[src/sv/lct_pkg.sv]
// ----------------------------------------------------------------------------
// lct_pkg
// Shared types and fixed constants of the layer coincidence trigger.
// ----------------------------------------------------------------------------
`default_nettype none

package lct_pkg;

  // Number of channel groups; a channel maps to group (channel mod 16) / 2.
  localparam int NUM_GROUPS   = 8;
  localparam int GROUP_IDX_W  = $clog2(NUM_GROUPS);
  // Boards that take part in the four-layer test.
  localparam int NUM_BOARDS   = 4;
  localparam int BOARD_IDX_W  = $clog2(NUM_BOARDS);

  localparam int CHANNEL_W    = 8;
  localparam int LAYER_W      = 3;
  localparam int BOARD_W      = 4;
  localparam int HIT_TYPE_W   = 2;
  localparam int CFG_W        = 4;
  localparam int COUNT_W      = 3;

  // Hit kind that feeds the masks.
  localparam logic [HIT_TYPE_W-1:0] HIT_TYPE_BAR = 2'd0;

  // Saturation point of the hit counter and the per-trigger minimums.
  localparam logic [COUNT_W-1:0] COUNT_MAX       = 3'd7;
  localparam logic [COUNT_W-1:0] MIN_HITS_FOUR   = 3'd4;
  localparam logic [COUNT_W-1:0] MIN_HITS_THREE  = 3'd3;
  localparam logic [COUNT_W-1:0] MIN_HITS_TWO    = 3'd2;

  localparam logic [CFG_W-1:0] MIN_GROUP_LAYERS_RST = 4'd3;

  // Stream word widths; the data widths are padded to whole bytes.
  localparam int S_TDATA_W = 16;
  localparam int S_TUSER_W = 3;
  localparam int M_TDATA_W = 8;

  typedef struct packed {
    logic                  hit_present;
    logic [CHANNEL_W-1:0]  channel;
    logic [LAYER_W-1:0]    layer;
    logic [BOARD_W-1:0]    board;
    logic [HIT_TYPE_W-1:0] hit_type;
    logic                  last_hit;
  } hit_t;

  typedef struct packed {
    logic two_adjacent;
    logic two_separate;
    logic three_in_row;
    logic four_layers;
  } trig_t;

endpackage

`default_nettype wire

[src/sv/lct_in_reg.sv]
// ----------------------------------------------------------------------------
// lct_in_reg
// Input register stage: captures one hit word and holds it until consumed.
// ----------------------------------------------------------------------------
`default_nettype none

module lct_in_reg (
  input  wire logic          clk,
  input  wire logic          rst,
  input  wire logic          in_valid,
  output logic               in_ready,
  input  wire lct_pkg::hit_t in_item,
  input  wire logic          consume,
  output logic               item_valid,
  output lct_pkg::hit_t      item
);
  import lct_pkg::*;

  // The stage refills in the same cycle that it is drained.
  assign in_ready = !item_valid || consume;

  always_ff @(posedge clk) begin
    if (rst) begin
      item_valid <= 1'b0;
    end else if (in_ready) begin
      item_valid <= in_valid;
    end
  end

  always_ff @(posedge clk) begin
    if (in_valid && in_ready) begin
      item <= in_item;
    end
  end

endmodule

`default_nettype wire

[src/sv/lct_accum.sv]
// ----------------------------------------------------------------------------
// lct_accum
// Event accumulator: updates hit count and masks, evaluates the triggers.
// ----------------------------------------------------------------------------
`default_nettype none

module lct_accum #(
  parameter int NUM_LAYERS = 8
) (
  input  wire logic                        clk,
  input  wire logic                        rst,
  input  wire logic [lct_pkg::CFG_W-1:0]   min_group_layers,
  input  wire logic                        fire,
  input  wire lct_pkg::hit_t               item,
  output lct_pkg::trig_t                   trig
);
  import lct_pkg::*;

  logic [COUNT_W-1:0]    hit_count;
  logic [NUM_BOARDS-1:0] board_mask;
  logic [NUM_LAYERS-1:0] layer_mask;
  logic [NUM_LAYERS-1:0] group_masks [NUM_GROUPS];

  logic [COUNT_W-1:0]    hit_count_next;
  logic [NUM_BOARDS-1:0] board_mask_next;
  logic [NUM_LAYERS-1:0] layer_mask_next;
  logic [NUM_LAYERS-1:0] group_masks_next [NUM_GROUPS];

  logic                   is_bar;
  logic                   board_ok;
  logic                   layer_ok;
  logic [GROUP_IDX_W-1:0] group;
  logic [NUM_LAYERS-1:0]  layer_bit;
  logic                   group_hit;
  logic                   span_wide;

  assign is_bar    = item.hit_present && (item.hit_type == HIT_TYPE_BAR);
  assign board_ok  = int'(item.board) < NUM_BOARDS;
  assign layer_ok  = int'(item.layer) < NUM_LAYERS;
  assign group     = item.channel[GROUP_IDX_W:1];
  assign layer_bit = NUM_LAYERS'(1) << item.layer;

  always_comb begin
    hit_count_next  = hit_count;
    board_mask_next = board_mask;
    layer_mask_next = layer_mask;
    for (int g = 0; g < NUM_GROUPS; g++) begin
      group_masks_next[g] = group_masks[g];
    end
    if (item.hit_present && hit_count != COUNT_MAX) begin
      hit_count_next = hit_count + COUNT_W'(1);
    end
    if (is_bar && board_ok) begin
      board_mask_next[item.board[BOARD_IDX_W-1:0]] = 1'b1;
    end
    if (is_bar && layer_ok) begin
      layer_mask_next         = layer_mask | layer_bit;
      group_masks_next[group] = group_masks[group] | layer_bit;
    end
  end

  // Trigger evaluation on the state that includes the current hit.
  always_comb begin
    group_hit = 1'b0;
    for (int g = 0; g < NUM_GROUPS; g++) begin
      if ($countones(group_masks_next[g]) >= int'(min_group_layers)) begin
        group_hit = 1'b1;
      end
    end
    // Two set layers at least two apart: some set bit has another set bit
    // two or more positions above it.
    span_wide = 1'b0;
    for (int i = 0; i + 2 < NUM_LAYERS; i++) begin
      if (layer_mask_next[i] && (|(layer_mask_next >> (i + 2)))) begin
        span_wide = 1'b1;
      end
    end
  end

  assign trig.four_layers  = (hit_count_next >= MIN_HITS_FOUR) && (&board_mask_next);
  assign trig.three_in_row = (hit_count_next >= MIN_HITS_THREE) && group_hit;
  assign trig.two_separate = (hit_count_next >= MIN_HITS_TWO) && span_wide;
  assign trig.two_adjacent = (hit_count_next >= MIN_HITS_TWO)
                             && (|(layer_mask_next & (layer_mask_next >> 1)));

  always_ff @(posedge clk) begin
    if (rst) begin
      hit_count  <= '0;
      board_mask <= '0;
      layer_mask <= '0;
      for (int g = 0; g < NUM_GROUPS; g++) begin
        group_masks[g] <= '0;
      end
    end else if (fire) begin
      if (item.last_hit) begin
        hit_count  <= '0;
        board_mask <= '0;
        layer_mask <= '0;
        for (int g = 0; g < NUM_GROUPS; g++) begin
          group_masks[g] <= '0;
        end
      end else begin
        hit_count  <= hit_count_next;
        board_mask <= board_mask_next;
        layer_mask <= layer_mask_next;
        for (int g = 0; g < NUM_GROUPS; g++) begin
          group_masks[g] <= group_masks_next[g];
        end
      end
    end
  end

endmodule

`default_nettype wire

[src/sv/lct_out_reg.sv]
// ----------------------------------------------------------------------------
// lct_out_reg
// Result register: holds one trigger word until the downstream side takes it.
// ----------------------------------------------------------------------------
`default_nettype none

module lct_out_reg (
  input  wire logic           clk,
  input  wire logic           rst,
  input  wire logic           load,
  input  wire lct_pkg::trig_t load_trig,
  output logic                slot_free,
  output logic                out_valid,
  input  wire logic           out_ready,
  output lct_pkg::trig_t      out_trig
);
  import lct_pkg::*;

  assign slot_free = !out_valid || out_ready;

  always_ff @(posedge clk) begin
    if (rst) begin
      out_valid <= 1'b0;
    end else if (slot_free) begin
      out_valid <= load;
    end
  end

  always_ff @(posedge clk) begin
    if (load && slot_free) begin
      out_trig <= load_trig;
    end
  end

endmodule

`default_nettype wire

[src/sv/layer_coincidence_trigger_core.sv]
// ----------------------------------------------------------------------------
// layer_coincidence_trigger_core
// Per-event layer coincidence trigger over a stream of detector hits.
// ----------------------------------------------------------------------------
// The core takes the hits of one event as a stream of words, one hit per word,
// and closes the event on the word that carries tlast; a word with no hit
// (hit_present low) and tlast set closes the event without adding a hit, and
// one without tlast is ignored. For each closed event it sends one result word
// with four trigger bits, then starts the next event from a clean state. The
// core sustains one input word per clock cycle with no gaps between events
// while result words are taken. A result word passes through the input
// register and the result register, which bracket the combinational update
// and evaluation logic; a stalled result word holds the pipeline only when the
// next closing word reaches the evaluation stage. Only bar hits (hit_type 0)
// set the board, layer and channel-group masks, while the hit-count minimums
// count every hit. The min_group_layers register (reset value 3) sets how many
// distinct layers one channel group must show for three_in_row; it is written
// through the cfg channel and should only be changed while no event is in flight.
// ----------------------------------------------------------------------------
`default_nettype none

module layer_coincidence_trigger_core #(
  parameter int NUM_LAYERS = 8
) (
  input  wire logic                            clk,
  input  wire logic                            rst,
  // Hit words in.
  input  wire logic                            s_tvalid,
  output logic                                 s_tready,
  // [7:0] channel, [10:8] layer, [14:11] board, [15] zero
  input  wire logic [lct_pkg::S_TDATA_W-1:0]   s_tdata,
  // [0] hit_present, [2:1] hit_type
  input  wire logic [lct_pkg::S_TUSER_W-1:0]   s_tuser,
  input  wire logic                            s_tlast,
  // Trigger words out.
  output logic                                 m_tvalid,
  input  wire logic                            m_tready,
  // [0] four_layers, [1] three_in_row, [2] two_separate, [3] two_adjacent,
  // [7:4] zero
  output logic [lct_pkg::M_TDATA_W-1:0]        m_tdata,
  // Configuration write channel for min_group_layers.
  input  wire logic                            cfg_valid,
  output logic                                 cfg_ready,
  input  wire logic [lct_pkg::CFG_W-1:0]       cfg_data
);
  import lct_pkg::*;

  hit_t             in_item;
  hit_t             item;
  logic             item_valid;
  logic             fire;
  logic             slot_free;
  trig_t            trig;
  trig_t            out_trig;
  logic [CFG_W-1:0] min_group_layers;

  // Unpack the stream word into the hit fields.
  assign in_item.hit_present = s_tuser[0];
  assign in_item.hit_type    = s_tuser[2:1];
  assign in_item.channel     = s_tdata[7:0];
  assign in_item.layer       = s_tdata[10:8];
  assign in_item.board       = s_tdata[14:11];
  assign in_item.last_hit    = s_tlast;

  // The configuration register accepts a write in any cycle.
  assign cfg_ready = 1'b1;

  always_ff @(posedge clk) begin
    if (rst) begin
      min_group_layers <= MIN_GROUP_LAYERS_RST;
    end else if (cfg_valid) begin
      min_group_layers <= cfg_data;
    end
  end

  lct_in_reg u_in_reg (
    .clk        (clk),
    .rst        (rst),
    .in_valid   (s_tvalid),
    .in_ready   (s_tready),
    .in_item    (in_item),
    .consume    (fire),
    .item_valid (item_valid),
    .item       (item)
  );

  // A word that does not close an event never waits; a closing word waits
  // until the result register has room for its trigger word.
  assign fire = item_valid && (!item.last_hit || slot_free);

  lct_accum #(
    .NUM_LAYERS (NUM_LAYERS)
  ) u_accum (
    .clk              (clk),
    .rst              (rst),
    .min_group_layers (min_group_layers),
    .fire             (fire),
    .item             (item),
    .trig             (trig)
  );

  lct_out_reg u_out_reg (
    .clk       (clk),
    .rst       (rst),
    .load      (fire && item.last_hit),
    .load_trig (trig),
    .slot_free (slot_free),
    .out_valid (m_tvalid),
    .out_ready (m_tready),
    .out_trig  (out_trig)
  );

  assign m_tdata = {4'b0000, out_trig.two_adjacent, out_trig.two_separate,
                    out_trig.three_in_row, out_trig.four_layers};

endmodule

`default_nettype wire

[config.mk]
export PLATFORM = sky130hd
export DESIGN_NAME = layer_coincidence_trigger_core
export DESIGN_NICKNAME = d
export VERILOG_FILES = /design/src/sv/lct_pkg.sv /design/src/sv/lct_in_reg.sv /design/src/sv/lct_accum.sv /design/src/sv/lct_out_reg.sv /design/src/sv/layer_coincidence_trigger_core.sv
export SDC_FILE = /design/constraint.sdc
export NUM_CORES = 1
export LEC_CHECK = 0
export ABC_CLOCK_PERIOD_IN_PS = 5200
export BUFFER_PORTS_ARGS = -buffer_cell sky130_fd_sc_hd__buf_4
export CORE_UTILIZATION = 48
export DETAILED_ROUTE_END_ITERATION = 8
export PLACE_DENSITY = 0.67
export SLEW_MARGIN = 20
export SYNTH_ARGS = -nofsm -noshare
export SYNTH_HDL_FRONTEND = slang
export SYNTH_HIERARCHICAL = 1
export SYNTH_SLANG_ARGS = --single-unit
export TNS_END_PERCENT = 100
[constraint.sdc]
create_clock -name clk -period 5.2 [get_ports clk]
set_input_delay 0.52 -clock clk [delete_from_list [all_inputs] [get_ports clk]]
set_output_delay 0.52 -clock clk [all_outputs]
set_load 0.01 [all_outputs]
After elaboration in Yosys (flattened, before gate mapping) --
Memory sizes are Yosys's and may differ from the RTL's. A register that Yosys moved wholly into a read port is not among the register bits. Cells that the tools add are included.
Word-level totals: output and inout bits 11, memories kept 1, flip-flop bits (word level) 40, bits in writable memories 64, word-level logic and storage cells 199
Memories:
- u_accum.group_masks | words 8, width 8, read ports 9, clocked after memory_dff 1, wr ports 8, RTL line lct_accum.sv:22 | logic [NUM_LAYERS-1:0] group_masks [NUM_GROUPS];
Cells by class: add/subtract/negate cells 57, $lt $le $gt $ge 16, multiplexer cells 53, shift-type cells 1, equal/unequal tests 1, bitwise logic cells 21, reductions and logical operators 33
Operators with widths (count):
- 32-bit adder | 24
- 32-bit by 5-bit >= comparator with 1-bit output | 8
- 8-bit two-way mux | 19
- 1-bit by 1-bit adder with 2-bit output | 32
- 64-bit bitwise mux | 1
- 64-bit two-way mux | 1
- 1-bit two-way mux | 25
- 8-bit demux with 3-bit select | 1
- 1-bit logical AND | 19
- 1-bit OR | 16
- 8-bit OR | 2
- 3-bit two-way mux | 3
- 8-bit by 7-bit bitwise AND with 8-bit output | 1
- 4-bit two-way mux | 2
- 8-bit OR reduction | 1
- 1-bit by 3-bit << shifter with 8-bit output, first input constant | 1
- 3-bit by 2-bit >= comparator with 1-bit output, second input constant | 2
- 6-bit OR reduction | 1
- 5-bit OR reduction | 1
- 4-bit >= comparator, second input constant | 1
- 4-bit by 1-bit < comparator with 1-bit output, second input constant | 1
- 4-bit by 3-bit < comparator with 1-bit output, second input constant | 1
- 3-bit NOT with 4-bit output | 1
- 4-bit OR | 1
- other kinds (13) | 17

Logic depth before layout (Yosys ltp) --
depth in word-level cells 20, depth in mapped cells 22

Modules after synthesis --
The synthesis kept the hierarchy.
By module, submodules not included:
- lct_accum | sequential area each 2142.1 um^2, cells each 682, area each 6710.2 um^2, times used 1
- lct_in_reg | sequential area each 590.6 um^2, cells each 24, area each 625.6 um^2, times used 1
- layer_coincidence_trigger_core | sequential area each 80.1 um^2, cells each 22, area each 200.2 um^2, times used 1
- lct_out_reg | sequential area each 140.1 um^2, cells each 9, area each 175.2 um^2, times used 1

Least setup slack after synthesis --
OpenSTA, ideal clock, no wires.
kind register to register, start point register, netlist name u_in_reg/item[13], end point register, netlist name u_out_reg/out_trig[1], slack 354 ps, data required time 4937 ps, arrival 4583 ps, cell stages (with the launch flop) 21, cell sequence edfxtp_1 -> buf_4 -> mux2_1 -> nand2_1 -> a21oi_1 -> a311oi_4 -> buf_4 -> a21o_1 -> fa_1 -> inv_1 -> fa_1 -> fa_1 -> ha_1 -> inv_1 -> fa_1 -> inv_1 -> ha_1 -> a211oi_1 -> o22ai_1 -> nor2_1 -> a31oi_1

==> run metrics <==
port bufs=28; antenna violations before repair=0; Vias per Instance=5.87; Final Power=0.00254 W; DIE AREA=0.0163 sq mm; Vias=6010; Hold Path Sink=u_in_reg/item[0]; Reg-to-Reg Start=u_in_reg/item[11]; post-route ant nets=0; CTS buffer count=9; P&R area growth vs syn=19.5%; Mapped Avg Cell Area=10.3 sq um; slew margin rel.=41.9%; routability cong.=0.943; Critical Path AT=5.40 ns; gr ovfl total=0; Worst Hold Depth=1; Pins Over Slew Limit=0; Worst VDD drop=212 uV; hold path startpoint=s_tlast; most common cell after layout, fill and taps aside=buf_4; DR iter-0 viols=552; Fin. Hold Viols=0; Register-to-Register Path Depth=17; gr usage total=26.0%; critical path class=reg2reg; r2r setup slk=-0.1 ns; pre-CTS setup slack=-0.135 ns; RSZ-0062 raised after global routing=true; Site Rows=45; Synth warnings=6; Inst Count DP=999; part of the cycle the worst path needs=102%; endpoint class of the critical path=flop; Max Cap Viol=0; vias in the first global route=6003; Post-Syn Area=0.00756 sq mm; fmax=0.189 GHz; core area=0.0153 sq mm; Worst-Margin Slew=0.868 ns; clk sink count=103; # diodes=0; CP Launch Type=flop; placed cell areas=0.00835 sq mm; CTS Buffer Depth=2; outcome=finished with violations; R2R Path End=u_out_reg/out_trig[1]; fin nets=927; HP Class=in2reg; layout cells sized above 1=24.8%; Layout Cells excl Fill=1024; first-pass GRT wire length=32000 um; Tmin final=5.30 ns; Req. time, crit path=5.31 ns; largest net degree at the start of global routing=54; DRC Markers=0; final wirelength=19900 um; HPWL after DPL=15000 um; die height=128 um; Wirelength per Cell=19.4 um; clk_lat worst skew=0.37 ns; fin area=0.00904 sq mm; setup ws final=-0.0964 ns; Initial Utilization=49.4%; PD cells=281 mW/mm^2; CTS tree=built; Pre-Repair DR Iteration Count=5; clock-pin slew on the worst setup and hold paths=0.08 ns; clk root buf=clkbuf_16; Die Width=128 um; hold buffers post-CTS=0; Final Skew=0.0156 ns; Post-Syn Instances=732; maximum fanout along the worst path=5; post-layout util=59.0%; most frequent cells in the layout=98 x buf_4, 86 x nor2_1, 74 x edfxtp_1; Leak Pwr=3.77 nW; final setup vio count=1; htree depth=3; Ports=40; failing checks=negative setup slack
==> worst max path at each step <==
| stage | from | endpoint | slack, ns |
|---|---|---|---|
| 3_3_place_gp | u_in_reg/item[11] | u_out_reg/out_trig[1] | -0.07 |
| 3_5_place_dp | u_in_reg/item[11] | u_out_reg/out_trig[1] | -0.13 |
| 2_1_floorplan | u_in_reg/item[13] | u_out_reg/out_trig[1] | 0.35 |
| 4_1_cts | u_in_reg/item[11] | u_out_reg/out_trig[1] | -0.03 |
| 5_1_grt | u_in_reg/item[11] | u_out_reg/out_trig[1] | -0.26 |
| 6_report | u_in_reg/item[11] | u_out_reg/out_trig[1] | -0.1 |
==> layer usage <==
| layer | part of all wire [%] | GRT usage (%) | vias up | wire length [um] |
|---|---|---|---|---|
| met1 | 42 | 34.0 | 2909 | 8390 |
| met5 | 0 | 0 | - | 0 |
| li1 | - | - | 2839 | - |
| met3 | 6.2 | 4.40 | 36 | 1240 |
| met2 | 49 | 43.2 | 226 | 9630 |
| met4 | 3.0 | 9.52 | 0 | 599 |
==> critical path: stages (launching register included) <==
cell	delay [ns]
edfxtp_1	0.49
mux2_4	0.36
a311oi_4	0.36
o221ai_4	0.25
buf_6	0.17
mux2_4	0.27
fa_1	0.50
inv_2	0.04
fa_1	0.48
fa_1	0.52
inv_1	0.05
ha_2	0.18
fa_2	0.55
ha_4	0.20
a211oi_2	0.24
o22ai_2	0.13
nor2_2	0.16
a31oi_4	0.09
==> state kept, by name, indices dropped and copies added, names as in the netlist <==
signal / count
u_out_reg/out_trig: 4
min_group_layers: 4
u_accum/board_mask: 4
u_in_reg/item: 14
u_out_reg/out_valid: 1
u_accum/layer_mask: 8
u_accum/group_masks: 64
u_accum/hit_count: 3
u_in_reg/item_valid: 1
==> power by group <==
part / leakage (nW) / switching (W) / internal, W / total, W
Sequential: 1.01 / 0.0000338 / 0.000923 / 0.000957
Combinational: 2.61 / 0.000484 / 0.000403 / 0.000887
Clock: 0.151 / 0.000348 / 0.000345 / 0.000693
Total: 3.77 / 0.000866 / 0.00167 / 0.00254
==> cell type report <==
type | count | area [sq um]
Sequential cell | 103 | 2800
Inverter | 51 | 191
Clock inverter | 7 | 86.3
Fill cell | 1318 | 6280
Timing Repair Buffer | 108 | 883
Tap cell | 211 | 264
Multi-Input combinational cell | 535 | 4580
Clock buffer | 9 | 225
==> timing repair <==
item / in CTS / in global routing
pin swaps: 17 / 15
setup endpoints to repair: 1 / 1
buffers inserted: 9 / 0
hold endpoints to repair: 0 / 0
resized for setup: 37 / 27
cloned: 0 / 0
==> through the flow <==
stage | setup TNS (ns) | hold slack, ns
after floorplan | 0 | 0.438
after global placement | -0.0669 | 0.450
after detailed placement | -0.135 | 0.461
after CTS | -0.0344 | 0.314
after global routing | -0.259 | 0.310
final | -0.0964 | 0.325
Note: power is estimated with default switching activity, not from simulation.
